## src/rtl/htfe_pkg.sv

```systemverilog
// package for the header/trailer frame extractor
// holds result and push types, register codes, size and reset constants; no dependencies
package htfe_pkg;

  localparam int unsigned MAX_FRAME_DEF = 256;
  localparam int unsigned FIFO_DEPTH    = 4;
  localparam int unsigned FIFO_AW       = $clog2(FIFO_DEPTH);

  localparam logic [15:0] HEADER_RST  = 16'h5AA5;
  localparam logic [15:0] TRAILER_RST = 16'hA55A;

  typedef logic cfg_idx_t;
  localparam cfg_idx_t REG_HEADER  = 1'b0;
  localparam cfg_idx_t REG_TRAILER = 1'b1;

  typedef struct packed {
    logic [7:0] frame_byte;
    logic [7:0] byte_position;
    logic       frame_done;
    logic [8:0] frame_length;
    logic       frame_abort;
    logic       run_last;
  } result_t;

  typedef struct packed {
    logic [1:0] cnt;
    result_t    r0;
    result_t    r1;
  } push_t;

endpackage

```

## src/rtl/htfe_in_if.sv

```systemverilog
// byte input channel of the frame extractor
// valid/ready handshake with the received byte; no dependencies
interface htfe_in_if;
  logic       valid;
  logic       ready;
  logic [7:0] rx_byte;

  modport source (output valid, output rx_byte, input ready);
  modport sink (input valid, input rx_byte, output ready);
endinterface

```

## src/rtl/htfe_out_if.sv

```systemverilog
// result channel of the frame extractor
// valid/ready handshake with one frame result item; no dependencies
interface htfe_out_if;
  logic       valid;
  logic       ready;
  logic [7:0] frame_byte;
  logic [7:0] byte_position;
  logic       frame_done;
  logic [8:0] frame_length;
  logic       frame_abort;
  logic       run_last;

  modport source (
    output valid, output frame_byte, output byte_position, output frame_done,
    output frame_length, output frame_abort, output run_last, input ready
  );
  modport sink (
    input valid, input frame_byte, input byte_position, input frame_done,
    input frame_length, input frame_abort, input run_last, output ready
  );
endinterface

```

## src/rtl/header_tail_frame_extractor_unit.sv

```systemverilog
// top level of the header/trailer frame extractor
// depends on htfe_pkg, htfe_in_if, htfe_out_if, htfe_core and htfe_fifo
//
//   channel  dir  handshake            payload
//   in_ch    in   valid/ready          rx_byte
//   out_ch   out  valid/ready          frame_byte .. run_last
//   cfg_*    in   cfg_we, no ready     cfg_idx, cfg_data (16 bit)
//
// one byte per cycle while out_ch takes results; a result is queued at the clock edge that takes its byte
// a header match yields two items, queued in a four-entry result queue
// in_ch.ready drops only while the queue has fewer than two free entries
// synchronous active-low reset; header and trailer return to 0x5AA5 / 0xA55A
module header_tail_frame_extractor_unit
  import htfe_pkg::*;
#(
  parameter int unsigned MAX_FRAME = MAX_FRAME_DEF
) (
  input  logic        clk,
  input  logic        rst_n,
  input  logic        cfg_we,
  input  cfg_idx_t    cfg_idx,
  input  logic [15:0] cfg_data,
  htfe_in_if.sink     in_ch,
  htfe_out_if.source  out_ch
);

  push_t   push;
  result_t item;
  logic    room;
  logic    in_fire;

  assign in_ch.ready = room;
  assign in_fire     = in_ch.valid && room;

  htfe_core #(
    .MAX_FRAME (MAX_FRAME)
  ) u_core (
    .clk      (clk),
    .rst_n    (rst_n),
    .cfg_we   (cfg_we),
    .cfg_idx  (cfg_idx),
    .cfg_data (cfg_data),
    .in_fire  (in_fire),
    .in_byte  (in_ch.rx_byte),
    .push     (push)
  );

  htfe_fifo u_fifo (
    .clk       (clk),
    .rst_n     (rst_n),
    .push      (push),
    .room      (room),
    .out_valid (out_ch.valid),
    .out_ready (out_ch.ready),
    .out_item  (item)
  );

  assign out_ch.frame_byte    = item.frame_byte;
  assign out_ch.byte_position = item.byte_position;
  assign out_ch.frame_done    = item.frame_done;
  assign out_ch.frame_length  = item.frame_length;
  assign out_ch.frame_abort   = item.frame_abort;
  assign out_ch.run_last      = item.run_last;

endmodule

```

## src/rtl/htfe_core.sv

```systemverilog
// deframer state machine: header hunt, body, trailer detection, overflow abort
// depends on htfe_pkg; emits up to two result items per accepted byte
module htfe_core
  import htfe_pkg::*;
#(
  parameter int unsigned MAX_FRAME = MAX_FRAME_DEF
) (
  input  logic        clk,
  input  logic        rst_n,
  input  logic        cfg_we,
  input  cfg_idx_t    cfg_idx,
  input  logic [15:0] cfg_data,
  input  logic        in_fire,
  input  logic [7:0]  in_byte,
  output push_t       push
);

  localparam int unsigned CW = $clog2(MAX_FRAME + 1);

  typedef enum logic [1:0] {
    PH_HUNT_HI,
    PH_HUNT_LO,
    PH_BODY,
    PH_TAIL_LO
  } phase_t;

  phase_t        phase_r, phase_nxt;
  logic [CW-1:0] count_r, count_nxt;
  logic [15:0]   hdr_r, trl_r;

  logic [7:0]  hh, hl, th, tl;
  logic [31:0] count_ext, len_ext;
  logic        full;

  assign hh        = hdr_r[15:8];
  assign hl        = hdr_r[7:0];
  assign th        = trl_r[15:8];
  assign tl        = trl_r[7:0];
  assign count_ext = 32'(count_r);
  assign len_ext   = count_ext + 32'd1;
  assign full      = (count_r >= CW'(MAX_FRAME));

  always_comb begin
    phase_nxt = phase_r;
    count_nxt = count_r;
    push      = '0;
    if (in_fire) begin
      unique case (phase_r)
        PH_HUNT_HI: begin
          if (in_byte == hh) phase_nxt = PH_HUNT_LO;
          count_nxt = '0;
        end
        PH_HUNT_LO: begin
          if (in_byte == hl) begin
            push.cnt              = 2'd2;
            push.r0.frame_byte    = hh;
            push.r1.frame_byte    = hl;
            push.r1.byte_position = 8'd1;
            push.r1.run_last      = 1'b1;
            count_nxt             = CW'(2);
            phase_nxt             = PH_BODY;
          end else begin
            count_nxt = '0;
            phase_nxt = PH_HUNT_HI;
          end
        end
        PH_BODY, PH_TAIL_LO: begin
          push.cnt         = 2'd1;
          push.r0.run_last = 1'b1;
          if (full) begin
            // frame dropped, byte retried as header high
            push.r0.frame_abort = 1'b1;
            count_nxt           = '0;
            phase_nxt           = (in_byte == hh) ? PH_HUNT_LO : PH_HUNT_HI;
          end else begin
            push.r0.frame_byte    = in_byte;
            push.r0.byte_position = count_ext[7:0];
            count_nxt             = CW'(len_ext);
            if (phase_r == PH_TAIL_LO) begin
              if (in_byte == tl) begin
                push.r0.frame_done   = 1'b1;
                push.r0.frame_length = len_ext[8:0];
                count_nxt            = '0;
                phase_nxt            = PH_HUNT_HI;
              end else begin
                phase_nxt = PH_BODY;
              end
            end else if (in_byte == th) begin
              phase_nxt = PH_TAIL_LO;
            end
          end
        end
        default: phase_nxt = PH_HUNT_HI;
      endcase
    end
  end

  always_ff @(posedge clk) begin
    if (!rst_n) begin
      phase_r <= PH_HUNT_HI;
      count_r <= '0;
      hdr_r   <= HEADER_RST;
      trl_r   <= TRAILER_RST;
    end else begin
      phase_r <= phase_nxt;
      count_r <= count_nxt;
      if (cfg_we) begin
        unique case (cfg_idx)
          REG_HEADER:  hdr_r <= cfg_data;
          REG_TRAILER: trl_r <= cfg_data;
          default:     hdr_r <= hdr_r;
        endcase
      end
    end
  end

endmodule

```

## src/rtl/htfe_fifo.sv

```systemverilog
// small result queue between the deframer and the result channel
// depends on htfe_pkg; takes up to two items per cycle, gives one
module htfe_fifo
  import htfe_pkg::*;
(
  input  logic    clk,
  input  logic    rst_n,
  input  push_t   push,
  output logic    room,
  output logic    out_valid,
  input  logic    out_ready,
  output result_t out_item
);

  result_t              mem_r [FIFO_DEPTH];
  logic [FIFO_AW-1:0]   wr_ptr_r, rd_ptr_r;
  logic [FIFO_AW:0]     cnt_r, cnt_nxt;
  logic                 pop;

  assign out_valid = (cnt_r != '0);
  assign out_item  = mem_r[rd_ptr_r];
  assign pop       = out_valid && out_ready;
  assign room      = (cnt_r <= (FIFO_AW + 1)'(FIFO_DEPTH - 2));
  assign cnt_nxt   = cnt_r + (FIFO_AW + 1)'(push.cnt) - (FIFO_AW + 1)'(pop);

  always_ff @(posedge clk) begin
    if (push.cnt != 2'd0) mem_r[wr_ptr_r] <= push.r0;
    if (push.cnt == 2'd2) mem_r[wr_ptr_r + FIFO_AW'(1)] <= push.r1;
  end

  always_ff @(posedge clk) begin
    if (!rst_n) begin
      wr_ptr_r <= '0;
      rd_ptr_r <= '0;
      cnt_r    <= '0;
    end else begin
      wr_ptr_r <= wr_ptr_r + FIFO_AW'(push.cnt);
      rd_ptr_r <= rd_ptr_r + FIFO_AW'(pop);
      cnt_r    <= cnt_nxt;
    end
  end

endmodule
```

## src/flat_wrapper.sv

```systemverilog
// flat-port wrapper written by rule: the top's interface ports become plain ports
module header_tail_frame_extractor_unit_flat import htfe_pkg::*;
#(
  parameter int unsigned MAX_FRAME = MAX_FRAME_DEF
)
  (clk, rst_n, cfg_we, cfg_idx, cfg_data, in_ch_valid, in_ch_rx_byte, in_ch_ready, out_ch_valid, out_ch_frame_byte, out_ch_byte_position, out_ch_frame_done, out_ch_frame_length, out_ch_frame_abort, out_ch_run_last, out_ch_ready);
  htfe_in_if in_ch_i ();
  htfe_out_if out_ch_i ();
  input  logic clk;
  input  logic rst_n;
  input  logic cfg_we;
  input  cfg_idx_t cfg_idx;
  input  logic [15:0] cfg_data;
  input wire logic [$bits(in_ch_i.valid)-1:0] in_ch_valid;
  input wire logic [$bits(in_ch_i.rx_byte)-1:0] in_ch_rx_byte;
  output wire logic [$bits(in_ch_i.ready)-1:0] in_ch_ready;
  output wire logic [$bits(out_ch_i.valid)-1:0] out_ch_valid;
  output wire logic [$bits(out_ch_i.frame_byte)-1:0] out_ch_frame_byte;
  output wire logic [$bits(out_ch_i.byte_position)-1:0] out_ch_byte_position;
  output wire logic [$bits(out_ch_i.frame_done)-1:0] out_ch_frame_done;
  output wire logic [$bits(out_ch_i.frame_length)-1:0] out_ch_frame_length;
  output wire logic [$bits(out_ch_i.frame_abort)-1:0] out_ch_frame_abort;
  output wire logic [$bits(out_ch_i.run_last)-1:0] out_ch_run_last;
  input wire logic [$bits(out_ch_i.ready)-1:0] out_ch_ready;
  assign in_ch_i.valid = in_ch_valid;
  assign in_ch_i.rx_byte = in_ch_rx_byte;
  assign in_ch_ready = in_ch_i.ready;
  assign out_ch_valid = out_ch_i.valid;
  assign out_ch_frame_byte = out_ch_i.frame_byte;
  assign out_ch_byte_position = out_ch_i.byte_position;
  assign out_ch_frame_done = out_ch_i.frame_done;
  assign out_ch_frame_length = out_ch_i.frame_length;
  assign out_ch_frame_abort = out_ch_i.frame_abort;
  assign out_ch_run_last = out_ch_i.run_last;
  assign out_ch_i.ready = out_ch_ready;
  header_tail_frame_extractor_unit #(.MAX_FRAME(MAX_FRAME)) u_core (.clk(clk), .rst_n(rst_n), .cfg_we(cfg_we), .cfg_idx(cfg_idx), .cfg_data(cfg_data), .in_ch(in_ch_i), .out_ch(out_ch_i));
endmodule
```

## config.mk

```make
export PLATFORM = sky130hd
export DESIGN_NAME = header_tail_frame_extractor_unit_flat
export DESIGN_NICKNAME = d
export VERILOG_FILES = /design/src/rtl/htfe_pkg.sv /design/src/rtl/htfe_in_if.sv /design/src/rtl/htfe_out_if.sv /design/src/rtl/header_tail_frame_extractor_unit.sv /design/src/rtl/htfe_core.sv /design/src/rtl/htfe_fifo.sv /design/src/flat_wrapper.sv
export SDC_FILE = /design/constraint.sdc
export NUM_CORES = 1
export LEC_CHECK = 0
export ABC_CLOCK_PERIOD_IN_PS = 4580
export BUFFER_PORTS_ARGS = -buffer_cell sky130_fd_sc_hd__buf_2
export CAP_MARGIN = 0
export CELL_PAD_IN_SITES_DETAIL_PLACEMENT = 0
export CELL_PAD_IN_SITES_GLOBAL_PLACEMENT = 1
export CORE_MARGIN = 2
export CORE_UTILIZATION = 40
export CTS_CLUSTER_DIAMETER = 120
export DETAILED_ROUTE_END_ITERATION = 16
export PLACE_DENSITY = 0.65
export SYNTH_ARGS = -nofsm -noshare
export SYNTH_HDL_FRONTEND = slang
export SYNTH_HIERARCHICAL = 1
export SYNTH_SLANG_ARGS = --single-unit
```

## constraint.sdc

```tcl
create_clock -name clk -period 4.58 [get_ports clk]
set_input_delay 0.687 -clock clk [delete_from_list [all_inputs] [get_ports clk]]
set_output_delay 0.687 -clock clk [all_outputs]
set_load 0.02 [all_outputs]
```

## Yosys cells after proc, flatten, opt, wreduce, memory -nomap -nowiden

Memories as Yosys holds them, arrays and structs flattened. A register that Yosys moved wholly into a read port is not among the register bits.
Cells that the tools add are included.

| operators by class | value |
|---|---|
| bitwise gates (word level) | 1 |
| $lt $le $gt $ge | 2 |
| reduce and logical (&&, ||, !) cells | 9 |
| equality and inequality tests | 10 |
| add/subtract/negate cells | 6 |
| multiplexer cells | 31 |

Operators with widths:

| cell | count |
|---|---|
| $mux W46 | 1 |
| $eq A8 B8 Y1 | 4 |
| $mux W16 | 2 |
| $mux W10 | 3 |
| $mux W9 | 3 |
| $pmux W9 S3 | 1 |
| $mux W26 | 1 |
| $mux W20 | 1 |
| $pmux W10 S2 | 1 |
| $mux W2 | 8 |
| $add A9 B1 Y9 const B | 1 |
| $ge A9 B9 Y1 const B | 1 |
| $mux W1 | 9 |
| $eq A2 B2 Y1 const B | 3 |
| $pmux W2 S3 | 1 |
| $ne A4 B4 Y1 const B | 1 |
| $reduce_and A2 Y1 | 2 |
| $add A3 B2 Y3 | 1 |
| $le A3 B2 Y1 const B | 1 |
| $reduce_and A3 Y1 | 1 |
| $reduce_bool A3 Y1 | 1 |
| $sub A3 B1 Y3 | 1 |
| $add A2 B1 Y2 | 1 |
| $add A2 B1 Y2 const B | 1 |
| other kinds (8) | 9 |

| word-level totals | value |
|---|---|
| memory bits (writable) | 112 |
| memories | 1 |
| word-level logic and storage cells | 67 |
| input bits | 30 |
| bits in registers | 50 |
| output and inout bits | 30 |

Memories:

| memory | depth | bits a word | rd ports | clocked after Yosys merged registers in | wr ports | line | text |
|---|---|---|---|---|---|---|---|
| u_core.u_fifo.mem_r | 4 | 28 | 1 | 1 | 2 | htfe_fifo.sv:15 | `result_t mem_r [FIFO_DEPTH];` |

## Longest topological paths before layout

Gate-level depths: netlist of the first run.

| depth | value |
|---|---|
| depth in word-level cells | 9 |
| mapped depth | 11 |
| depth with buffers taken out | 9 |

## Hierarchy

The synthesis of the first run kept the hierarchy.

By module, submodules not included:

| module | instances | cells each | area each (um^2) | sequential area each (um^2) |
|---|---|---|---|---|
| htfe_fifo | 1 | 315 | 6015.8 | 3503.4 |
| htfe_core | 1 | 357 | 2682.6 | 860.8 |
| header_tail_frame_extractor_unit | 1 | 1 | 6.3 | 0.0 |

## Least setup slack after synthesis of the first run

No wires, ideal clock.

| path | value |
|---|---|
| path type | register -> register |
| start | reg u_core.u_fifo.cnt_r[0] |
| end | mem u_core/u_fifo/mem_r[0][0] in the netlist's numbering (enable) |
| stages on the path, launching flop included | 9 |
| path buffers | 3 |
| period minus slack after synthesis | 4.326 ns |
| data arrival time | 3.874 ns |
| data required time | 4.128 ns |
| slack | 0.254 ns |
| setup time | 0.452 ns |
| cells stage by stage | dfxtp_1 a21oi_1 and2_1 clkbuf_1 clkbuf_1 and2_1 buf_4 o21bai_1 o21ai_0 |

RTL lines:

| element | line | text |
|---|---|---|
| start: declaration | htfe_fifo.sv:17 | `logic [FIFO_AW:0] cnt_r, cnt_nxt;` |
| start signal: assignment | htfe_fifo.sv:39 | `cnt_r <= cnt_nxt;` |
| end: declaration | htfe_fifo.sv:15 |  |

==> flow_summary.rst, run 1 <==
.. list-table::
   :header-rows: 1

   * - Metric
     - Value
   * - Total number of vias
     - 5,204
   * - Most frequent cells in the layout
     - edfxtp_1, nand2_1, mux2_2
   * - RSZ-0062 raised after global routing
     - false
   * - Critical path capture point type
     - register
   * - Maxcap violations
     - 0
   * - Most Frequent Cell on Critical Path
     - buf_4
   * - Worst hold path stage count
     - 2
   * - Largest net degree at the start of global routing
     - 53
   * - CP Launch Point
     - u_core/u_fifo/cnt_r[0]$_SDFF_PN0_
   * - Post-Route WL
     - 19,300 µm
   * - Number of diodes added for antenna fixing
     - 0
   * - Worst hold path endpoint
     - u_core/u_core/trl_r[14]$_SDFFE_PN0P_
   * - Antenna violations before repair
     - 0
   * - Die area
     - 23,000 µm²
   * - Worst path bufs/invs
     - 3
   * - Detailed router's first-iteration violation count
     - 327
   * - Pre-Repair DR Iteration Count
     - 4
   * - List of cells traversed by the critical path
     - a21oi_1 > and2_1 > clkinv_1 > nor4_1 > buf_4 > o21bai_1 > o21bai_2 > buf_4
   * - Postcts setup bufs
     - 0
   * - Launch point of the worst reg-to-reg path
     - u_core/u_fifo/cnt_r[0]$_SDFF_PN0_
   * - Worst setup path category
     - reg -> reg
   * - Async S/R FF share, synth
     - 0
   * - CTS Hold Buffers Added
     - 0
   * - Leading cell type in the layout, fill and taps excluded
     - edfxtp_1
   * - Total area of multi-input combinational cells
     - 3970 µm²
   * - Share of cells above drive strength 1
     - 0.340
   * - Number of buffer cells added on primary ports
     - 59
   * - Depth of the worst register-to-register path
     - 8
   * - P_leak
     - 3.58 nW
   * - Library cells used by synthesis
     - 55
   * - Fillers
     - 1,947
   * - Weighted congestion reported at the end of routability-driven placement
     - approximately 0.81
   * - Post-synthesis instance area
     - 8700 µm²
   * - Power per cell area
     - approximately 380 nW/µm²
   * - Post-route fraction of the period consumed by the critical path
     - 0.774
   * - Global-route congestion overflow total
     - 0
   * - CTS buffer count
     - 17
   * - Status
     - complete, no violations
   * - Slew at the pin with the worst max-slew slack
     - 1.22 ns
   * - Setup violators final
     - 0
   * - Total of flip-flops plus latches after synthesis
     - 162
   * - Total of warnings raised by yosys
     - 6
   * - Biggest cell delay along the critical path
     - about 0.78 ns
   * - Critical register-to-register path endpoint
     - u_core/u_fifo/mem_r[2][9]$_DFFE_PP_
   * - Per-cell routed wire length
     - ~19 µm
   * - Maximum level of the CTS H-tree
     - 4
   * - Highest fanout seen on the critical path
     - 15
   * - Hold Crit Class
     - reg -> reg
   * - Critical-path cell with the highest stage delay
     - o21bai_2
   * - Cell count after synthesis
     - 673
   * - Layout net count
     - 758
   * - Io pins
     - 60
   * - First-pass GRT wire length
     - 30,800 µm
   * - Number of DRC violations after detailed routing
     - 0
   * - F_max
     - 282 MHz
   * - CTS Buffer Depth
     - 2
   * - Syn_area_per_cell
     - 12.9 µm²
   * - Maximum vdd drop
     - 0.000224 V
   * - Headroom to the max-slew limit
     - 0.188
   * - Area added between synthesis and finish
     - 12.3%
   * - Clock network latency to the later pin of the worst-skew pair
     - around 0.42 ns
   * - Starting Density
     - 0.410
   * - Antenna violation net count after detailed routing
     - 0
   * - Final critical-path required period
     - 3.54 ns
   * - Setup total negative slack
     - 0 ns
   * - Sequential Area
     - approximately 4400 µm²
   * - Setup slack of the critical path after layout
     - 1.04 ns
   * - Post-synth EDFFs
     - between 100 and 150
   * - Root buffer cell
     - clkbuf_16
   * - Count of placed standard cells in the final layout, fillers left out
     - 1,010
   * - Levels on crit path
     - 8
   * - Required @ worst endpoint
     - 4.68 ns
   * - Clock Sink Count
     - around 160
   * - Arrival @ worst endpoint
     - 3.65 ns
   * - Skew final
     - 0.00967 ns
   * - DR vias/cell
     - 5.15
   * - Post-Place Cells
     - around 980
   * - Placeable core region
     - 21,200 µm²
   * - Vias in the first global route
     - 5,508
   * - Clock transition at path regs
     - 0.06 ns
   * - CTS tree
     - done
   * - Final count of pins violating max slew
     - 0
   * - Kind of cell adding the most delay to the critical path
     - compound AO/OA/AOI/OAI gates
   * - Overall routing resource usage
     - 0.179
   * - Half-perimeter wire length after detailed placement
     - 13,200 µm
   * - Placement Setup Slack
     - ~1 ns
   * - Most used flip-flop cell after synthesis
     - edfxtp_1
   * - Worst Setup Start Kind
     - register
   * - Worst R2R Setup Slack
     - 1.04 ns
   * - Horizontal die dimension
     - about 150 µm
   * - Hold wc startpoint
     - u_core/u_core/trl_r[14]$_SDFFE_PN0P_
   * - Number of placement rows
     - between 50 and 60
   * - Final hold viol count
     - 0
   * - Seq/Total Area, Yosys
     - 0.501
   * - CTS-repair resized insts
     - 0
   * - Floorplan die height
     - 152 µm
   * - Total power
     - around 3.7 mW
[metal layers]
metal  routed length, µm  part of all wire  GRT usage
met5                   0                 0          0
met4                 291             0.015     0.0532
met3                 667             0.035     0.0302
met2                9260              0.48      0.299
met1                9090              0.47      0.241
[synth_stat cells, drive strengths merged, types with 4 or more instances]
| cell type | instances | area, µm² |
|---|---|---|
| nand3 | 22 | 110 |
| nand2 | 92 | 345 |
| nor2b | 9 | 56.3 |
| and3 | 10 | 62.6 |
| xor2 | 11 | 111 |
| a21oi | 11 | 55.1 |
| and2 | 12 | 75.1 |
| mux2i | 6 | 60.1 |
| mux2 | 112 | 1400 |
| inv | 9 | 33.8 |
| nor2 | 16 | 60.1 |
| xnor2 | 22 | 193 |
| mux4 | 28 | 631 |
| nand4 | 5 | 31.3 |
| a21boi | 22 | 165 |
| buf | 42 | 347 |
| o21ai | 7 | 35.0 |
| clkbuf | 22 | 82.6 |
| dfxtp | 50 | 1000 |
| nand2b | 5 | 31.3 |
| nor3 | 7 | 40.0 |
| nor4 | 4 | 40.0 |
| edfxtp | 112 | 3360 |
| ha | 5 | 62.6 |
[stage by stage]
stage	hold slack (ns)	util	instance area (µm²)
after floorplan	0.455	-	8770
after global placement	0.472	0.432	9160
after detailed placement	0.475	0.432	9160
after CTS	0.477	0.461	9780
after global routing	0.499	0.461	9780
final	0.479	0.461	9780
[area by class of cell]
class	count	share of cell area
multi-input combinational	454	0.406
sequential	162	0.446
clock inverter	14	0.0189
tap	275	0.0352
clock buffer	18	0.0439
inverter	10	0.00384
timing repair buffer	77	0.0453
[worst max path at each step]
stage,end
2_1_floorplan,u_core/u_fifo/mem_r[0][0]$_DFFE_PP_
3_3_place_gp,u_core/u_fifo/mem_r[2][4]$_DFFE_PP_
3_5_place_dp,u_core/u_fifo/mem_r[2][4]$_DFFE_PP_
4_1_cts,u_core/u_fifo/mem_r[2][9]$_DFFE_PP_
5_1_grt,u_core/u_fifo/mem_r[2][8]$_DFFE_PP_
6_report,u_core/u_fifo/mem_r[2][9]$_DFFE_PP_
[where the power goes]
part	switching (mW)	internal, mW	total (mW)
clock network	0.577	0.911	1.49
registers	0.0726	1.58	1.65
logic	0.297	0.267	0.564
total	0.946	2.76	3.70
[registers in the layout (all words and copies together) (netlist names)]
register,count
u_core/u_core/hdr_r,16
u_core/u_fifo/wr_ptr_r,2
u_core/u_fifo/rd_ptr_r,2
u_core/u_core/phase_r,2
u_core/u_core/count_r,9
u_core/u_fifo/cnt_r,3
u_core/u_fifo/mem_r,112
u_core/u_core/trl_r,16
[worst reg2reg max path, cell delays in order (launching register included)]
cell	delay, ns
dfxtp_1	0.36
a21oi_1	0.32
and2_1	0.38
clkinv_1	0.31
nor4_1	0.35
buf_4	0.21
o21bai_1	0.11
o21bai_2	0.78
buf_4	0.40
[kinds of logic after synthesis]
family / Yosys count / synth area share
xor gates and xnor gates: 35 / 0.0401
muxes: 146 / 0.241
and+or+nand+nor: 194 / 0.110
adders and majority gates: 6 / 0.00949
AOI/OAI and AO/OA: 55 / 0.0447
other: 1 / 0.000431
buffers and inverters: 74 / 0.0536
DFF: 162 / 0.501
(Power assumes the default switching activity.)
==> run 2: changes to the inputs <==
ABC_CLOCK_PERIOD_IN_PS = 3370   (was 4580)
clock period = 3.37 ns   (was 4.58 ns; I/O delays follow)
==> run 2 against run 1 <==
Against the previous run: design area rose by 0.32%; power rose by 35%; sequential power rose by 35%; via count rose by 0.71%; count of clock-buffer cells in the layout rose by 1; die area did not move; flip-flop and latch count did not move; clock skew fell by 0.0030 ns; critical path depth fell by 1; first-iteration DRC count fell by 9.2%; global-route usage rose by 0.45 points; worst setup slack got worse by 0.44 ns; largest cell class unchanged.
==> flow_summary.rst, run 2 (synthesis gave the netlist of run 1 again) <==
.. list-table::
   :header-rows: 1

   * - Metric
     - Value
   * - Status
     - complete, no violations
   * - Slew at the pin with the worst max-slew slack
     - 0.841 ns
   * - Area added between synthesis and finish
     - 12.7%
   * - Number of buffer cells added on primary ports
     - 59
   * - Weighted congestion reported at the end of routability-driven placement
     - 0.818
   * - Leading cell type in the layout, fill and taps excluded
     - edfxtp_1
   * - Antenna violation net count after detailed routing
     - 0
   * - Depth of the worst register-to-register path
     - 7
   * - Skew final
     - 0.00670 ns
   * - Worst hold-check slack
     - 0.312 ns
   * - Layout net count
     - 762
   * - CTS Buffer Depth
     - 2
   * - RSZ-0062 raised after global routing
     - false
   * - Biggest cell delay along the critical path
     - slightly above 0.5 ns
   * - Most Frequent Cell on Critical Path
     - and2_1
   * - Overall routing resource usage
     - 0.184
   * - Final count of pins violating max slew
     - 0
   * - Count of placed standard cells in the final layout, fillers left out
     - 1,013
   * - Io pins
     - 60
   * - Kind of cell adding the most delay to the critical path
     - simple AND/OR/NAND/NOR gates
   * - CTS Hold Buffers Added
     - 0
   * - Levels on crit path
     - 7
   * - Detailed router's first-iteration violation count
     - 297
   * - Register ranked first by flip-flop count
     - u_core/u_fifo/mem_r
   * - Maximum vdd drop
     - 0.000352 V
   * - CTS buffer count
     - 17
   * - M1 GR Usage
     - 0.252
   * - Highest fanout seen on the critical path
     - 22
   * - First-pass GRT wire length
     - 31,300 µm
   * - Number of DRC violations after detailed routing
     - 0
   * - Worst setup path category
     - reg -> reg
   * - Headroom to the max-slew limit
     - 0.439
   * - Worst hold path stage count
     - 3
   * - Hold Crit Class
     - in -> reg
   * - Worst path bufs/invs
     - 2
   * - Worst R2R Setup Slack
     - 0.60 ns
   * - Clock network latency to the later pin of the worst-skew pair
     - 0.42 ns
   * - Largest net degree at the start of global routing
     - 53
   * - Die area
     - 23,000 µm²
   * - Final critical-path required period
     - about 2.8 ns
   * - Met2 track utilization from global routing
     - 0.305
   * - Post-route fraction of the period consumed by the critical path
     - 0.822
   * - CTS tree
     - done
   * - P_leak
     - between 3 and 4 nW
   * - Most frequent cells in the layout
     - edfxtp_1, nand2_1, mux2_2
   * - Starting Density
     - 0.410
   * - Arrival @ worst endpoint
     - 2.89 ns
   * - Setup slack of the critical path after layout
     - ~0.60 ns
   * - Maximum level of the CTS H-tree
     - 4
   * - Postcts setup bufs
     - 0
   * - Root buffer cell
     - clkbuf_16
   * - Leading registers by flop count
     - u_core/u_fifo/mem_r: 112 flops, u_core/u_core/hdr_r: 16 flops, u_core/u_core/trl_r: 16 flops
   * - Fillers
     - approximately 1,900
   * - Total power
     - 4.99 mW
   * - Global-route layer with the greatest usage
     - met2
   * - Total number of vias
     - 5,241
   * - Placeable core region
     - 21,200 µm²
   * - Half-perimeter wire length after detailed placement
     - 13,700 µm
   * - Placement Setup Slack
     - 0.590 ns
   * - Pre-Repair DR Iteration Count
     - 5
   * - Per-cell routed wire length
     - 19.7 µm
   * - Horizontal die dimension
     - 152 µm
   * - Share of cells above drive strength 1
     - 0.344
   * - Number of placement rows
     - 53
   * - CTS-repair resized insts
     - 0
   * - DR vias/cell
     - 5.17
   * - Clock transition at path regs
     - 0.06 ns
   * - Met3 Resource Use GR
     - 0.0308
   * - Clock Sink Count
     - 162
   * - List of cells traversed by the critical path
     - a21oi_1 > and2_1 > buf_4 > and2_1 > mux2i_1 > nor2_2 > buf_12
   * - Setup violators final
     - 0
   * - Post-Route WL
     - 19,900 µm
   * - Critical-path cell with the highest stage delay
     - and2_1
   * - Post-Place Cells
     - 982
   * - Antenna violations before repair
     - 0
   * - Floorplan die height
     - 152 µm
   * - Worst Setup Start Kind
     - register
   * - Maxcap violations
     - 0
   * - Number of flip-flops in the largest register
     - about 110
   * - Number of diodes added for antenna fixing
     - 0
   * - Vias in the first global route
     - 5,516
   * - F_max
     - roughly 360 MHz
   * - Global-route congestion overflow total
     - 0
   * - Power per cell area
     - 509 nW/µm²
   * - Critical path capture point type
     - register
   * - Required @ worst endpoint
     - 3.49 ns
   * - Final hold viol count
     - 0
==> run 2: changes by cell type in the layout (fill, tap and decap cells not counted), sizes merged <==
| cell | change |
|---|---|
| bufinv | -1 |
| clkinvlp | +2 |
| clkinv | -3 |
| buf | +4 |
| clkbuf | +1 |
==> run 2: tightest hold or removal path, cell delays in order <==
cell     delay, ns
buf_2         0.09
nand2_1       0.04
nand3_1       0.06
==> run 2: cell type report <==
type | instances | area [µm²] | share of cell area
clock inverter | 12 | 158 | 0.0161
multi-input combinational | 454 | 3970 | 0.405
timing repair buffer | 81 | 498 | 0.0508
clock buffer | 19 | 433 | 0.0441
inverter | 10 | 37.5 | 0.00383
sequential | 162 | 4370 | 0.445
tap | 275 | 344 | 0.0351
==> run 2: metal layers <==
metal / vias up / share of wire
li1: 2524 / -
met1: 2615 / 0.46
met2: 84 / 0.50
met3: 18 / 0.029
met4: 0 / 0.010
met5: - / 0
==> run 2: metrics by stage <==
stage / area, µm² / setup TNS, ns / util
2_1_floorplan: 8780 / -5.94 / -
3_3_place_gp: 9220 / 0 / 0.434
3_5_place_dp: 9220 / 0 / 0.434
4_1_cts: 9810 / 0 / 0.462
5_1_grt: 9810 / 0 / 0.462
6_report: 9810 / 0 / 0.462
==> run 2: worst paths after layout <==
path / from / endpoint
max: u_core/u_fifo/cnt_r[0]$_SDFF_PN0_ / u_core/u_fifo/mem_r[1][15]$_DFFE_PP_
min: cfg_data[2] / u_core/u_core/hdr_r[2]$_SDFFE_PN1P_
max reg2reg: u_core/u_fifo/cnt_r[0]$_SDFF_PN0_ / u_core/u_fifo/mem_r[1][15]$_DFFE_PP_
min reg2reg: u_core/u_core/trl_r[10]$_SDFFE_PN1P_ / u_core/u_core/trl_r[10]$_SDFFE_PN1P_
==> run 2: report_power, final <==
part           switching, mW  internal, mW
combinational          0.432         0.381
clock                  0.785          1.16
sequential            0.0858          2.15
